===== src/sv/power_iteration_eigenvalue_assert.svh =====
// assertion macros for the power iteration rtl
// expects clk and rst_n in the including module
`ifndef POWER_ITERATION_EIGENVALUE_ASSERT_SVH
`define POWER_ITERATION_EIGENVALUE_ASSERT_SVH

// same-cycle implication
`define PIE_ASSERT_IMM(label, ante, cons, msg) \
    label: assert property (@(posedge clk) disable iff (!rst_n) (ante) |-> (cons)) \
        else $error(msg);

// next-cycle implication
`define PIE_ASSERT_NXT(label, ante, cons, msg) \
    label: assert property (@(posedge clk) disable iff (!rst_n) (ante) |=> (cons)) \
        else $error(msg);

`endif


===== src/sv/pie_pkg.sv =====
// shared types and constants of the power iteration eigenvalue block
// no dependencies
`default_nettype none

package pie_pkg;

    localparam int MAX_DIM_DEF   = 8;
    localparam int FRAC_BITS_DEF = 16;

    localparam logic [1:0] CFG_DIMENSION = 2'd0;
    localparam logic [1:0] CFG_MAX_ITER  = 2'd1;
    localparam logic [1:0] CFG_THRESHOLD = 2'd2;

    localparam logic [3:0]  DIMENSION_RST = 4'd8;
    localparam logic [15:0] MAX_ITER_RST  = 16'd1000;
    localparam logic [30:0] THRESHOLD_RST = 31'd1;

    localparam logic [1:0] FAULT_NONE     = 2'd0;
    localparam logic [1:0] FAULT_ZERO_DIV = 2'd1;
    localparam logic [1:0] FAULT_SAT      = 2'd2;

    typedef enum logic [3:0] {
        OP_NONE,
        OP_INIT,
        OP_READ,
        OP_MUL,
        OP_ACC_FIRST,
        OP_ACC,
        OP_ROW,
        OP_YREAD,
        OP_DIV_Y,
        OP_XWR,
        OP_DIV_ERR,
        OP_ERR_CHK
    } pie_op_t;

    typedef struct packed {
        pie_op_t op;
        logic    ld_we;
    } pie_cmd_t;

    typedef struct packed {
        logic lam_zero;
        logic conv;
        logic div_done;
    } pie_status_t;

endpackage

`default_nettype wire


===== src/sv/pie_ctrl.sv =====
// controller: load counter, pass/row/column sequencing, result hand-off
// depends on pie_pkg and power_iteration_eigenvalue_assert.svh
`default_nettype none
`include "power_iteration_eigenvalue_assert.svh"

module pie_ctrl #(
    parameter int MAX_DIM = 8,
    parameter int AW      = 6,
    parameter int IW      = 3,
    parameter int DIM_W   = 4,
    parameter int CNT_W   = 7
) (
    input  wire logic                 clk,
    input  wire logic                 rst_n,
    input  wire logic [DIM_W-1:0]     n_use,
    input  wire logic [15:0]          limit,
    input  wire logic                 in_valid,
    output logic                      in_ready,
    input  wire logic                 out_busy,
    output logic                      out_load,
    output logic [15:0]               pass_count,
    input  wire pie_pkg::pie_status_t status,
    output pie_pkg::pie_cmd_t         cmd,
    output logic [AW-1:0]             a_addr,
    output logic [IW-1:0]             v_idx
);
    import pie_pkg::*;

    typedef enum logic [3:0] {
        S_LOAD, S_RD, S_MUL, S_ACC, S_ROW, S_PASS, S_YRD, S_DIVY,
        S_WAITY, S_XWR, S_DIVE, S_WAITE, S_ECHK, S_TEST, S_EMIT
    } state_t;

    state_t           state_reg;
    logic [CNT_W-1:0] cnt_reg;
    logic [IW-1:0]    i_reg, j_reg;
    logic [AW-1:0]    row_base_reg;
    logic [15:0]      pass_reg;

    logic [IW-1:0]    n_last;
    logic [CNT_W-1:0] nn;
    logic [CNT_W-1:0] cnt_inc;
    logic             accept;

    assign n_last  = IW'(n_use - 1'b1);
    assign nn      = CNT_W'(n_use) * CNT_W'(n_use);
    assign cnt_inc = cnt_reg + 1'b1;
    assign in_ready = (state_reg == S_LOAD);
    assign accept  = in_valid && in_ready;
    assign out_load = (state_reg == S_EMIT) && !out_busy;
    assign pass_count = pass_reg;

    always_comb
    begin
        cmd.op    = OP_NONE;
        cmd.ld_we = 1'b0;
        a_addr    = row_base_reg + AW'(j_reg);
        v_idx     = i_reg;
        unique case (state_reg)
            S_LOAD:
            begin
                a_addr    = cnt_reg[AW-1:0];
                cmd.ld_we = accept;
                if (accept && cnt_inc >= nn)
                    cmd.op = OP_INIT;
            end
            S_RD:
            begin
                cmd.op = OP_READ;
                v_idx  = j_reg;
            end
            S_MUL:   cmd.op = OP_MUL;
            S_ACC:   cmd.op = (j_reg == '0) ? OP_ACC_FIRST : OP_ACC;
            S_ROW:   cmd.op = OP_ROW;
            S_YRD:   cmd.op = OP_YREAD;
            S_DIVY:  cmd.op = OP_DIV_Y;
            S_XWR:   cmd.op = OP_XWR;
            S_DIVE:  cmd.op = OP_DIV_ERR;
            S_ECHK:  cmd.op = OP_ERR_CHK;
            S_PASS, S_WAITY, S_WAITE, S_TEST, S_EMIT: ;
            default: ;
        endcase
    end

    always_ff @(posedge clk or negedge rst_n)
    begin
        if (!rst_n)
        begin
            state_reg    <= S_LOAD;
            cnt_reg      <= '0;
            i_reg        <= '0;
            j_reg        <= '0;
            row_base_reg <= '0;
            pass_reg     <= '0;
        end
        else
        begin
            unique case (state_reg)
                S_LOAD:
                    if (accept)
                    begin
                        if (cnt_inc >= nn)
                        begin
                            cnt_reg      <= '0;
                            pass_reg     <= '0;
                            i_reg        <= '0;
                            j_reg        <= '0;
                            row_base_reg <= '0;
                            state_reg    <= S_RD;
                        end
                        else
                            cnt_reg <= cnt_inc;
                    end
                S_RD:  state_reg <= S_MUL;
                S_MUL: state_reg <= S_ACC;
                S_ACC:
                    if (j_reg == n_last)
                        state_reg <= S_ROW;
                    else
                    begin
                        j_reg     <= j_reg + 1'b1;
                        state_reg <= S_RD;
                    end
                S_ROW:
                begin
                    j_reg <= '0;
                    if (i_reg == n_last)
                    begin
                        i_reg     <= '0;
                        pass_reg  <= pass_reg + 1'b1;
                        state_reg <= S_PASS;
                    end
                    else
                    begin
                        i_reg        <= i_reg + 1'b1;
                        row_base_reg <= row_base_reg + AW'(n_use);
                        state_reg    <= S_RD;
                    end
                end
                S_PASS: state_reg <= status.lam_zero ? S_EMIT : S_YRD;
                S_YRD:  state_reg <= S_DIVY;
                S_DIVY: state_reg <= S_WAITY;
                S_WAITY:
                    if (status.div_done)
                        state_reg <= S_XWR;
                S_XWR:
                    if (i_reg == n_last)
                    begin
                        i_reg     <= '0;
                        state_reg <= S_DIVE;
                    end
                    else
                    begin
                        i_reg     <= i_reg + 1'b1;
                        state_reg <= S_YRD;
                    end
                S_DIVE: state_reg <= S_WAITE;
                S_WAITE:
                    if (status.div_done)
                        state_reg <= S_ECHK;
                S_ECHK: state_reg <= S_TEST;
                S_TEST:
                    if (status.conv || pass_reg >= limit)
                        state_reg <= S_EMIT;
                    else
                    begin
                        row_base_reg <= '0;
                        state_reg    <= S_RD;
                    end
                S_EMIT:
                    if (!out_busy)
                        state_reg <= S_LOAD;
                default: state_reg <= S_LOAD;
            endcase
        end
    end

    `PIE_ASSERT_NXT(a_emit_returns, out_load, in_ready, "result hand-off did not return to loading")
    `PIE_ASSERT_IMM(a_pass_bound, state_reg == S_TEST, pass_reg != 16'd0 && pass_reg <= limit, "pass count out of range")
    `PIE_ASSERT_IMM(a_index_bound, state_reg != S_LOAD, i_reg <= n_last && j_reg <= n_last, "row or column index past matrix order")

endmodule

`default_nettype wire


===== config.mk =====
export PLATFORM = sky130hd
export DESIGN_NAME = pie_ctrl
export DESIGN_NICKNAME = d
export VERILOG_FILES = /design/src/sv/pie_pkg.sv /design/src/sv/pie_ctrl.sv
export VERILOG_INCLUDE_DIRS = /design/src /design/src/sv
export SDC_FILE = /design/constraint.sdc
export NUM_CORES = 1
export LEC_CHECK = 0
export ABC_CLOCK_PERIOD_IN_PS = 7300
export BUFFER_PORTS_ARGS = -buffer_cell sky130_fd_sc_hd__buf_2
export CAP_MARGIN = 20
export CORE_ASPECT_RATIO = 1.5
export CORE_MARGIN = 4
export CORE_UTILIZATION = 48
export DETAILED_ROUTE_END_ITERATION = 8
export HOLD_SLACK_MARGIN = 0.06
export PLACE_DENSITY = 0.81
export SYNTH_ARGS = -nofsm -noshare
export SYNTH_HDL_FRONTEND = slang
export SYNTH_SLANG_ARGS = --single-unit

===== constraint.sdc =====
create_clock -name clk -period 7.3 [get_ports clk]
set_input_delay 0.73 -clock clk [delete_from_list [all_inputs] [get_ports clk]]
set_output_delay 0.73 -clock clk [all_outputs]
set_load 0.02 [all_outputs]

After elaboration in Yosys (flattened, before gate mapping)
Cells that the tools add are included.
{ "totals": {"reg_bits": 39, "out_inout_bits": 32, "elab_cells": 92} }
{ "op_classes": {"addsub": 7, "mul": 1, "magnitude_cmp": 2, "eq_ne": 25, "muxes": 33, "reduce_logical": 18} }
{ "ops": {"columns": ["cell", "count"], "rows": [
  ["one-hot mux 4 bit (15 select lines)", 1],
  ["2-to-1 mux 16 bit", 3],
  ["one-hot mux 4 bit (10 select lines)", 1],
  ["2-to-1 mux 4 bit", 8],
  ["one-hot mux 16 bit (2 select lines)", 1],
  ["2-to-1 mux 6 bit", 5],
  ["== test 4 bit, second input constant", 7],
  ["2-to-1 mux 3 bit", 7],
  ["one-hot mux 6 bit (3 select lines)", 1],
  ["adder 16 x 1 -> 16 bit, second input constant", 1],
  ["== test 4 x 3 -> 1 bit, second input constant", 4],
  [">= comparator 16 bit", 1],
  ["!= test 2 bit, second input constant", 7],
  ["AND reduction 5 bit", 2],
  ["one-hot mux 3 bit (3 select lines)", 1],
  ["== test 4 x 2 -> 1 bit, second input constant", 2],
  ["AND reduction 4 bit", 2],
  ["adder 7 x 1 -> 7 bit, second input constant", 1],
  [">= comparator 7 bit", 1],
  ["multiplier 4 x 4 -> 7 bit", 1],
  ["2-to-1 mux 7 bit", 1],
  ["adder 3 x 1 -> 3 bit, second input constant", 2],
  ["adder 6 x 3 -> 6 bit", 1],
  ["adder 6 x 4 -> 6 bit", 1],
  ["16 further kinds", 24]
]} }

Logic depth before layout (Yosys ltp)
Gate-level depths: netlist (run 1).
{ "logic_depth": {"ltp_word": 5, "mapped_depth": 12, "depth_no_buf": 12} }

Worst setup path before layout (run 1)
No wires, ideal clock.
{ "synth_path": {"path_kind": "input to output", "startpoint": "in n_use[3]", "endpoint": "out cmd[1] (netlist name)", "t_arrival_ps": 2786, "required_ps": 6570, "slack_ps": 3784, "stages": 11, "path_buffers": 0, "cell_sequence": "and2_1 -> ha_1 -> a21o_1 -> a21oi_1 -> xnor2_1 -> ha_1 -> nand2_1 -> o21ai_0 -> or3_1 -> nand2_1 -> o221ai_1"} }
{ "synth_lines": {"columns": ["element", "line_no", "source"], "rows": [
  ["from (decl)", "pie_ctrl.sv:15", "input wire logic [DIM_W-1:0] n_use,"],
  ["to (decl)", "pie_ctrl.sv:23", "output pie_pkg::pie_cmd_t cmd,"]
]} }

==> results of run 1 <==
[stage by stage]
stage               cell area, µm²  hold slack, ns  power, mW  instances  worst slack, ns
floorplan                     3428          0.4344     0.8267        405            3.784
global placement              3775          0.4766     0.9828        531            3.277
detailed placement            3775          0.4820      1.002        531            3.143
CTS                           3908          0.5016      1.217        539            3.316
global route                  3908          0.5204      1.314        539            3.147
finish                        3908          0.5064      1.216        539            3.307
[cell families (layout without fill, tap and decap cells)]
group | count (synthesis) | in the layout | share of synthesized area
mux | 13 | 13 | 0.04051
simple gates | 152 | 152 | 0.2266
fa+ha+maj | 42 | 42 | 0.1577
xor+xnor | 30 | 30 | 0.08102
compound gates | 82 | 82 | 0.1559
flops | 39 | 39 | 0.2847
buf+inv | 47 | 103 | 0.05365
[critical path, stage by stage]
cell	delay (ns)
buf_2	0.16
and2_1	0.16
ha_1	0.32
a21o_1	0.17
a21oi_1	0.21
xnor2_1	0.15
ha_1	0.27
nand2_1	0.07
o21ai_0	0.09
or3_1	0.43
nand2_1	0.15
o221ai_1	0.15
buf_2	0.21
[final timing paths]
check                      cells after the start                   start                         end
hold reg to reg                                2  cnt_reg[6]$_DFFE_PN0P_      cnt_reg[6]$_DFFE_PN0P_
min in group asynchronous                      1                   rst_n  pass_count[13]$_DFFE_PN0P_
setup / recovery                              13                n_use[0]                      cmd[1]
hold / removal                                 2  cnt_reg[6]$_DFFE_PN0P_      cnt_reg[6]$_DFFE_PN0P_
max in group asynchronous                      1                   rst_n      cnt_reg[5]$_DFFE_PN0P_
setup reg to reg                              10  cnt_reg[0]$_DFFE_PN0P_   pass_count[1]$_DFFE_PN0P_
[routing by layer]
metal | vias to the layer above | share of wire | track usage
met5 | - | 0 | 0
met4 | 0 | 0.030 | 0.06770
met3 | 23 | 0.039 | 0.03317
met2 | 77 | 0.54 | 0.3731
met1 | 1463 | 0.39 | 0.2137
li1 | 1537 | - | -
[synth_stat cells (2+ instances only)]
master / instances / share of area
nand2_1: 48 / 0.053
ha_1: 40 / 0.15
dfrtp_1: 39 / 0.28
inv_1: 35 / 0.038
o21ai_0: 31 / 0.045
nor2_1: 30 / 0.033
xnor2_1: 18 / 0.046
a21oi_1: 16 / 0.023
nor3_1: 15 / 0.022
nand3_1: 12 / 0.018
xor2_1: 11 / 0.028
clkbuf_1: 8 / 0.0088
or3_1: 8 / 0.015
a21o_1: 7 / 0.015
mux2_2: 7 / 0.023
nor2b_1: 7 / 0.013
mux2i_1: 6 / 0.018
nand2b_1: 6 / 0.011
and2_1: 4 / 0.0073
a31oi_1: 3 / 0.0055
nand4_1: 3 / 0.0055
nor4_1: 3 / 0.0055
o22ai_1: 3 / 0.0055
a21boi_0: 2 / 0.0044
a22o_1: 2 / 0.0051
a2bb2oi_1: 2 / 0.0051
and3_1: 2 / 0.0036
and4_1: 2 / 0.0051
buf_1: 2 / 0.0022
fa_1: 2 / 0.012
nand3b_1: 2 / 0.0044
nand4_2: 2 / 0.0073
o32ai_1: 2 / 0.0051
or2_2: 2 / 0.0036
[cell type report]
class	count	area share
clock buffer	6	0.01857
multi-input combinational	319	0.5805
clock inverter	2	0.01537
timing repair buffer	59	0.07621
inverter	36	0.03458
tap	78	0.02498
sequential	39	0.2498
[power breakdown]
part	switching, mW	internal [mW]	leakage, nW
clock network	0.0789	0.137	0.0654
registers	0.117	0.259	0.528
logic	0.370	0.253	1.39
total	0.566	0.650	1.98
[layout by cell type (no fill, tap or decap), types with 3 or more instances in the layout]
cell type	Yosys	routed
o21ai_0	31	31
ha_1	40	40
a21oi_1	16	16
nand2_1	48	48
a21o_1	7	7
nor4_1	3	3
mux2_2	7	7
buf_2	0	58
or3_1	8	8
nor3_1	15	15
inv_1	35	35
and2_1	4	4
dfrtp_1	39	39
xor2_1	11	11
nand3_1	12	12
mux2i_1	6	6
nand4_1	3	3
nor2b_1	7	7
clkbuf_8	0	5
nand2b_1	6	6
xnor2_1	18	18
a31oi_1	3	3
o22ai_1	3	3
nor2_1	30	30
==> results.ini, run 1 <==
[finish]
syn_to_final_growth_pct = 13.98
largest_reg_flops = 16
regArea_um2 = 975.9
fillers = 614
finalNetCount = 529
final_core_util = 0.5665
drive_above_1_share = 0.1779
insertedDiodeCount = 0
multi_input_area_mm2 = 0.002268

[power]
cellLeakagePower_nw = 1.985
ir_drop_mv = 0.1611
power_density_mw_per_mm2 = 311.2

[yosys]
synthesis.nets = 474
synth_warnings = 0
ys.flop_type = dfrtp_1
synth_seq_cells = 39
ys_seq_area_frac = 0.2847
ys_types = 57
synth_cells = 405
synthArstFlopShare = 1.000
syn-cell-area_mm2 = 0.003428
synth-edff-count = 0
avgSynthCellArea_um2 = 8.465

[timing]
timing_hold_violations_final = 0
fmax_mhz = 250.5
drv_slew = 0
worst_slew_pin_slew_ns = 0.9142
slew_headroom = 0.3859
fin_worst_skew_ns = 0.002255
rsz0062_at_grt = false
fin_tns_setup_ns = 0
finalCriticalPeriod_ns = 3.993
setup_viol = 0
post-route-period-util = 0.5469

[setup_path]
cp-end-kind = output pin
critPathRequiredTime_ns = 6.57
path_max_fanout = 8
cp_data_arrival_time_ns = 3.26
rrSetupSlack_ns = 3.74
worstSetupPathType = input pin to output pin
critPathLaunchType = input pin

[floorplan]
pin_count = 59
chipHeight_um = 111.5
die_area_mm2 = 0.008586
row_count = 37
core_area_mm2 = 0.006898
die_w_um = 77.01
start_util = 0.4970

[cts]
cts.hold.buffers_added = 0
cts_root_buffer = clkbuf_8
clk_latency_ns = 0.29
cts_htree_levels = 2
clk_pin_slew_ns = 0.08
cts_tree = done
cts_buffers = 5
postCtsSetupBuffers = 0
clockBufferDepth = 2
cts_sinks = 39
post_cts_resized = 0

[routing]
vias = 3100
drt_first_pass_iters = 4
viasPerCell = 5.751
drt-initial-drc-count = 137
drt-total-wl_um = 8202
avgRoutedWirePerCell_um = 15.22
ant_nets = 0
drc = 0

[grt]
grt_pass1_vias = 3090
antenna_found_initial = 0
grt_use_total = 0.1954
globalRouteOverflowTotal = 0
grt_start_max_net_pins = 40
grt_pass1_wl_um = 13920

[placed_design]
globalplace.congestion = 0.9263
port-buffer-count = 58
post-dp-hpwl_um = 6555

[run]
drv_cap = 0

[status]
status = finished, final reports clean

[min_path]
hp-class = flip-flop to flip-flop

Note: power is estimated with default switching activity, not from simulation.
==> run 2, diff against run 1 <==
--- a/config.mk
+++ b/config.mk
@@ -6,7 +6,7 @@
 export SDC_FILE = /design/constraint.sdc
 export NUM_CORES = 1
 export LEC_CHECK = 0
-export ABC_CLOCK_PERIOD_IN_PS = 7300
+export ABC_CLOCK_PERIOD_IN_PS = 3200
 export BUFFER_PORTS_ARGS = -buffer_cell sky130_fd_sc_hd__buf_2
 export CAP_MARGIN = 20
 export CORE_ASPECT_RATIO = 1.5
@@ -14,7 +14,7 @@
 export CORE_UTILIZATION = 48
 export DETAILED_ROUTE_END_ITERATION = 8
 export HOLD_SLACK_MARGIN = 0.06
-export PLACE_DENSITY = 0.81
+export PLACE_DENSITY = 0.84
 export SYNTH_ARGS = -nofsm -noshare
 export SYNTH_HDL_FRONTEND = slang
 export SYNTH_SLANG_ARGS = --single-unit
==> constraint.sdc (replaced) <==
create_clock -name clk -period 3.2 [get_ports clk]
set_input_delay 0.32 -clock clk [delete_from_list [all_inputs] [get_ports clk]]
set_output_delay 0.32 -clock clk [all_outputs]
set_load 0.02 [all_outputs]
==> results.ini, run 2 (synthesized netlist as in run 1, its figures left out) <==
[cts]
clockBufferDepth = 2  ; unchanged
cts_buffers = 5  ; unchanged
cts_sinks = 39  ; unchanged
clk_pin_slew_ns = 0.08  ; about the same
cts_tree = done
cts_root_buffer = clkbuf_8
clk_latency_ns = 0.29  ; about the same
cts_htree_levels = 2  ; unchanged

[min_path]
hp-class = input pin to async pin

[routing]
ant_nets = 0  ; unchanged
viasPerCell = 5.822  ; +1.2%
drt-total-wl_um = 8859  ; +8.0%
drc = 0  ; unchanged
drt-initial-drc-count = 163  ; +19%
drt_first_pass_iters = 4  ; unchanged
vias = 3202  ; +3.3%
avgRoutedWirePerCell_um = 16.11  ; +5.9%

[timing]
setup_viol = 0  ; unchanged
timing_hold_violations_final = 0  ; unchanged
rsz0062_at_grt = false
fin_worst_skew_ns = 0.005969  ; +0.003714 ns
post-route-period-util = 0.9592
drv_slew = 0  ; unchanged
worst_slew_pin_slew_ns = 0.8902  ; -0.02393 ns
finalCriticalPeriod_ns = 3.070
slew_headroom = 0.4065  ; +0.02064
holdWs_ns = 0.1451  ; -0.3613 ns
fmax_mhz = 325.8

[floorplan]
start_util = 0.4970  ; unchanged
die_area_mm2 = 0.008586  ; unchanged
chipHeight_um = 111.5  ; unchanged
core_area_mm2 = 0.006898  ; unchanged
die_w_um = 77.01  ; unchanged
row_count = 37  ; unchanged
pin_count = 59  ; unchanged

[finish]
drive_above_1_share = 0.2034  ; +0.02552
layout_common_cells = buf_2 (58), nand2_1 (47), ha_1 (39), dfrtp_1 (39), inv_1 (35)
largest_reg_flops = 16  ; unchanged
finalNetCount = 540  ; +2.1%
insertedDiodeCount = 0  ; unchanged
syn_to_final_growth_pct = 16.97
final_common_cell = buf_2

[setup_path]
critPathLaunchType = input pin
rrSetupSlack_ns = 0.30  ; -3.44 ns
rr_worst_depth = 12  ; +2
path_max_fanout = 5  ; -3
cp_data_arrival_time_ns = 2.75  ; -0.51 ns
critPathRequiredTime_ns = 2.88  ; -3.69 ns
worstSetupPathType = input pin to output pin
reg2reg_to = j_reg[0]$_DFFE_PN0P_
cp-end-kind = output pin
timing.rr.start = cnt_reg[0]$_DFFE_PN0P_

[power]
clkPwrFrac = 0.167  ; -0.010
power_switching_share = 0.4617  ; -0.004066
share_comb_of_total_power = 0.585  ; +0.072
cellLeakagePower_nw = 2.038  ; +2.7%
pwr-share-seq = 0.248  ; -0.062
p_sw_mw = 1.352  ; +140%
intPower_mw = 1.576  ; +140%
power_density_mw_per_mm2 = 730.2  ; +130%
total_power_mw = 2.928  ; +140%
ir_drop_mv = 0.4078  ; +150%

[run]
drv_cap = 0  ; unchanged

[grt]
grt_pass1_wl_um = 14660  ; +5.3%
grt_start_max_net_pins = 40  ; unchanged
grt_pass1_vias = 3297  ; +6.7%
antenna_found_initial = 0  ; unchanged
grt_use_total = 0.2073  ; +0.01192
globalRouteOverflowTotal = 0  ; unchanged

[placed_design]
globalplace.congestion = 0.8750  ; -5.5%
post-dp-hpwl_um = 7066  ; +7.8%
port-buffer-count = 58  ; unchanged

[status]
status = finished, final reports clean

## run 2: repair_timing
item	CTS	global route
gates resized for setup	1	3
pin swaps	1	2
setup buffers	1	0
endpoints found under the setup margin	1	1
hold buffers	0	0
hold endpoints to repair	0	0
## run 2: worst max-delay path by stage
stage,startpoint,to,slack (ns),cells after the start
floorplan,n_use[3],pass_count[1]$_DFFE_PN0P_,0.27,12
global placement,n_use[3],row_base_reg[3]$_DFFE_PN0P_,0.14,13
detailed placement,n_use[3],i_reg[2]$_DFFE_PN0P_,-0.009,14
CTS,cnt_reg[1]$_DFFE_PN0P_,cmd[1],0.02,11
global route,cnt_reg[0]$_DFFE_PN0P_,cmd[1],0.02,11
finish,n_use[3],cmd[1],0.13,13
## run 2: through the flow
step	cell area, µm²	utilization	cells	TNS, ns	setup WS, ns
after CTS	3993	0.5788	550	0	0.02152
after global placement	3850	0.5581	541	0	0.1373
after floorplan	3428	-	405	0	0.2659
after global routing	4010	0.5814	550	0	0.01796
after detailed placement	3850	0.5581	541	-0.01623	-0.008556
final	4010	0.5814	550	0	0.1305
## run 2: layout make-up
cell class | count | area (µm²)
clock inverter | 2 | 60.06
timing repair buffer | 70 | 380.4
fill | 607 | 2888
sequential | 39 | 975.9
inverter | 36 | 135.1
multi-input combinational | 319 | 2288
clock buffer | 6 | 72.57
tap | 78 | 97.59
## run 2: layer usage
| layer | wire length (µm) | track usage | vias up |
|---|---|---|---|
| met2 | 4696 | 0.3807 | 103 |
| met4 | 483 | 0.1235 | 0 |
| met5 | 0 | 0 | - |
| met3 | 377 | 0.03964 | 38 |
| met1 | 3301 | 0.2150 | 1512 |
| li1 | - | - | 1549 |
## run 2: power groups by stage
stage / registers, mW / clock network, mW / logic (mW)
after global routing: 0.742 / 0.512 / 1.88
after detailed placement: 0.729 / 0 / 1.67
final: 0.725 / 0.489 / 1.71
after floorplan: 0.732 / 0 / 1.15
after CTS: 0.716 / 0.496 / 1.69
after global placement: 0.722 / 0 / 1.61
## run 2: critical path, cell delays in order
cell	delay, ns
buf_2	0.13
and2_1	0.16
ha_1	0.32
a21o_1	0.18
a21oi_1	0.19
xnor2_1	0.14
ha_1	0.27
nand2_1	0.08
o21ai_0	0.09
or3_4	0.41
nand2_2	0.11
o221ai_1	0.15
buf_2	0.19
==> run 3, diff against run 2 <==
--- a/config.mk
+++ b/config.mk
@@ -6,6 +6,7 @@
 export SDC_FILE = /design/constraint.sdc
 export NUM_CORES = 1
 export LEC_CHECK = 0
+export ABC_AREA = 1
 export ABC_CLOCK_PERIOD_IN_PS = 3200
 export BUFFER_PORTS_ARGS = -buffer_cell sky130_fd_sc_hd__buf_2
 export CAP_MARGIN = 20
@@ -14,7 +15,8 @@
 export CORE_UTILIZATION = 48
 export DETAILED_ROUTE_END_ITERATION = 8
 export HOLD_SLACK_MARGIN = 0.06
-export PLACE_DENSITY = 0.84
+export PLACE_DENSITY = 0.83
+export SETUP_SLACK_MARGIN = 0.1
 export SYNTH_ARGS = -nofsm -noshare
 export SYNTH_HDL_FRONTEND = slang
 export SYNTH_SLANG_ARGS = --single-unit
==> results.ini, run 3 <==
[status]
status = finished, final reports clean

[setup_path]
critPathRequiredTime_ns = 2.88  ; about the same
critPathLaunchType = flip-flop
critPathBufInv = 2  ; unchanged
slowest_delay_ns = 0.43  ; +0.02 ns
path_max_fanout = 6  ; +1
crit_family = adder cells
worstSetupPathType = flip-flop to output pin
cp-end-kind = output pin
cp-startpoint = cnt_reg[0]$_DFFE_PN0P_
cp_cell_sequence = ha_1, nand3_1, nor2_1, nand2_1, xor2_2, inv_1, ha_1, a21oi_1, o21a_1, nand2_1, nand2_4, o2111ai_1, buf_2
rr_worst_depth = 15  ; +3
timing.rr.start = cnt_reg[0]$_DFFE_PN0P_
crit_cells = 13  ; unchanged
cp_data_arrival_time_ns = 2.57  ; -0.18 ns
cp_slowest_cell = dfrtp_2

[floorplan]
pin_count = 59  ; unchanged
die_area_mm2 = 0.009171  ; +6.8%
core_area_mm2 = 0.007370  ; +6.8%
start_util = 0.5000  ; +0.002993
die_w_um = 79.54  ; +3.3%
chipHeight_um = 115.3  ; +3.4%
row_count = 38  ; +2.7%

[cts]
cts_sinks = 39  ; unchanged
clk_pin_slew_ns = 0.09  ; about the same
clk_latency_ns = 0.30  ; about the same
cts_root_buffer = clkbuf_8
cts_buffers = 5  ; unchanged
cts_tree = done
clockBufferDepth = 2  ; unchanged
cts_htree_levels = 2  ; unchanged
cts.hold.buffers_added = 0  ; unchanged

[yosys]
synth_cells = 539  ; +33%
ys.flop_type = dfrtp_1
synthArstFlopShare = 1.000  ; unchanged
ys_seq_area_frac = 0.2649  ; -0.01982
synth_seq_cells = 39  ; unchanged
synthesis.nets = 608  ; +28%
synth_top_area_cell = dfrtp_1
synthTopCellsByArea = dfrtp_1 (26%), nand2_1 (16%), ha_1 (14%)
ys_types = 40  ; -30%
post-synth-top-count-cell = nand2_1
synth-edff-count = 0  ; unchanged
avgSynthCellArea_um2 = 6.836  ; -19%
synth_top_area_share = 0.2649  ; -0.01982
synth.cells.most_frequent = nand2_1 (154), inv_1 (90), nor2_1 (48)
synth_warnings = 0  ; unchanged
syn-cell-area_mm2 = 0.003685  ; +7.5%

[finish]
layout_common_cells = nand2_1 (154), inv_1 (90), buf_2 (58)
drive_above_1_share = 0.1526  ; -0.05082
syn_to_final_growth_pct = 13.17
fillers = 704  ; +16%
insertedDiodeCount = 0  ; unchanged
finalNetCount = 671  ; +24%
final_common_cell = nand2_1
multi_input_area_mm2 = 0.002318  ; +1.3%
largest_reg_flops = 16  ; unchanged
regArea_um2 = 977.2  ; +0.13%

[timing]
setup_viol = 0  ; unchanged
fin_tns_setup_ns = 0  ; unchanged
fin_worst_skew_ns = 0.01294  ; +0.006972 ns
worst_slew_pin_slew_ns = 0.8709  ; -0.01932 ns
fmax_mhz = 346.3  ; +6.3%
drv_slew = 0  ; unchanged
rsz0062_at_grt = false
post-route-period-util = 0.9023  ; -0.05695
holdWs_ns = 0.1201  ; -0.02496 ns
timing_hold_violations_final = 0  ; unchanged
finalCriticalPeriod_ns = 2.887  ; -0.1822 ns
slew_headroom = 0.4194  ; +0.01288

[grt]
grt_pass1_vias = 3734  ; +13%
antenna_found_initial = 0  ; unchanged
use_met2 = 0.3871  ; +0.006386
globalRouteOverflowTotal = 0  ; unchanged
grt_use_total = 0.2145  ; +0.007214
grt-busiest-layer = met2
gr-usage-met3 = 0.02508  ; -0.01457
grt_start_max_net_pins = 40  ; unchanged
grt_pass1_wl_um = 15970  ; +8.9%
globalRouteMet1Util = 0.2396  ; +0.02463

[min_path]
hp-class = input pin to async pin

[run]
drv_cap = 0  ; unchanged

[routing]
ant_nets = 0  ; unchanged
drt-total-wl_um = 9325  ; +5.3%
viasPerCell = 5.317  ; -8.7%
drt_first_pass_iters = 5  ; +1
vias = 3738  ; +17%
drc = 0  ; unchanged
drt-initial-drc-count = 160  ; -1.8%
avgRoutedWirePerCell_um = 13.26  ; -18%

[placed_design]
port-buffer-count = 58  ; unchanged
globalplace.congestion = 0.9134  ; +4.4%
post-dp-hpwl_um = 7488  ; +6.0%

[power]
cellLeakagePower_nw = 2.319  ; +14%
power_density_mw_per_mm2 = 762.2  ; +4.4%
ir_drop_mv = 0.5186  ; +27%

run 3: cell types whose count changed after synthesis, sizes merged, moves of 8 or more:
cell	change
clkbuf	-8
inv	+59
nand2	+108
nand3	+21
nand4	+8
nor2	+22
nor3	-8
o21ai	+9
or3	-8
xnor2	-16
run 3: per-layer routing:
layer / part of all wire / up-vias
met5: 0 / -
li1: - / 1858
met4: 0.040 / 0
met1: 0.39 / 1715
met2: 0.52 / 132
met3: 0.049 / 33
run 3: final cells by class:
cell class,instances,share of cell area
Multi-Input combinational cell,401,0.5560
Sequential cell,39,0.2343
Inverter,94,0.08521
Timing Repair Buffer,61,0.07501
Tap cell,100,0.03000
Clock buffer,7,0.01830
Clock inverter,1,0.001200
run 3: timing repair:
| item | in CTS | in global routing |
|---|---|---|
| setup buffers | 0 | 3 |
| endpoints found under the setup margin | 0 | 1 |
| gates resized for setup | 0 | 2 |
run 3: where the power goes:
part           switching (mW)  total, mW  internal (mW)
clock network           0.184      0.338          0.153
registers               0.253      0.926          0.673
logic                    1.26       1.91          0.655
run 3: logic make-up (layout without fill, tap and decap cells):
group,after synthesis,in the layout,share of synthesized area
compound gates,74,74,0.1141
mux,1,1,0.002717
fa+ha+maj,42,42,0.1467
buf+inv,99,163,0.1080
simple gates,266,266,0.3209
flops,39,39,0.2649
xor+xnor,18,18,0.04278
run 3: stage by stage:
step           std cells  total power [mW]    util  cell area [µm²]  worst slack, ns
3_5_place_dp         692             2.810  0.5506             4058           0.4266
6_report             703             3.179  0.5659             4170           0.3127
2_1_floorplan        539             2.258       -             3685           0.8155
4_1_cts              700             3.148  0.5616             4139           0.1998
5_1_grt              703             3.485  0.5659             4170           0.1072
3_3_place_gp         692             2.743  0.5506             4058           0.5514
run 3: path summary, 6_finish.rpt:
check | endpoint | slack (ns)
min in group clk | state_reg[0]$_DFFE_PN0P_ | 0.34
max in group asynchronous | cnt_reg[0]$_DFFE_PN0P_ | 2.47
hold reg to reg | row_base_reg[5]$_DFFE_PN0P_ | 0.51
hold / removal | i_reg[2]$_DFFE_PN0P_ | 0.12
setup reg to reg | row_base_reg[3]$_DFFE_PN0P_ | 0.53
setup / recovery | cmd[1] | 0.31
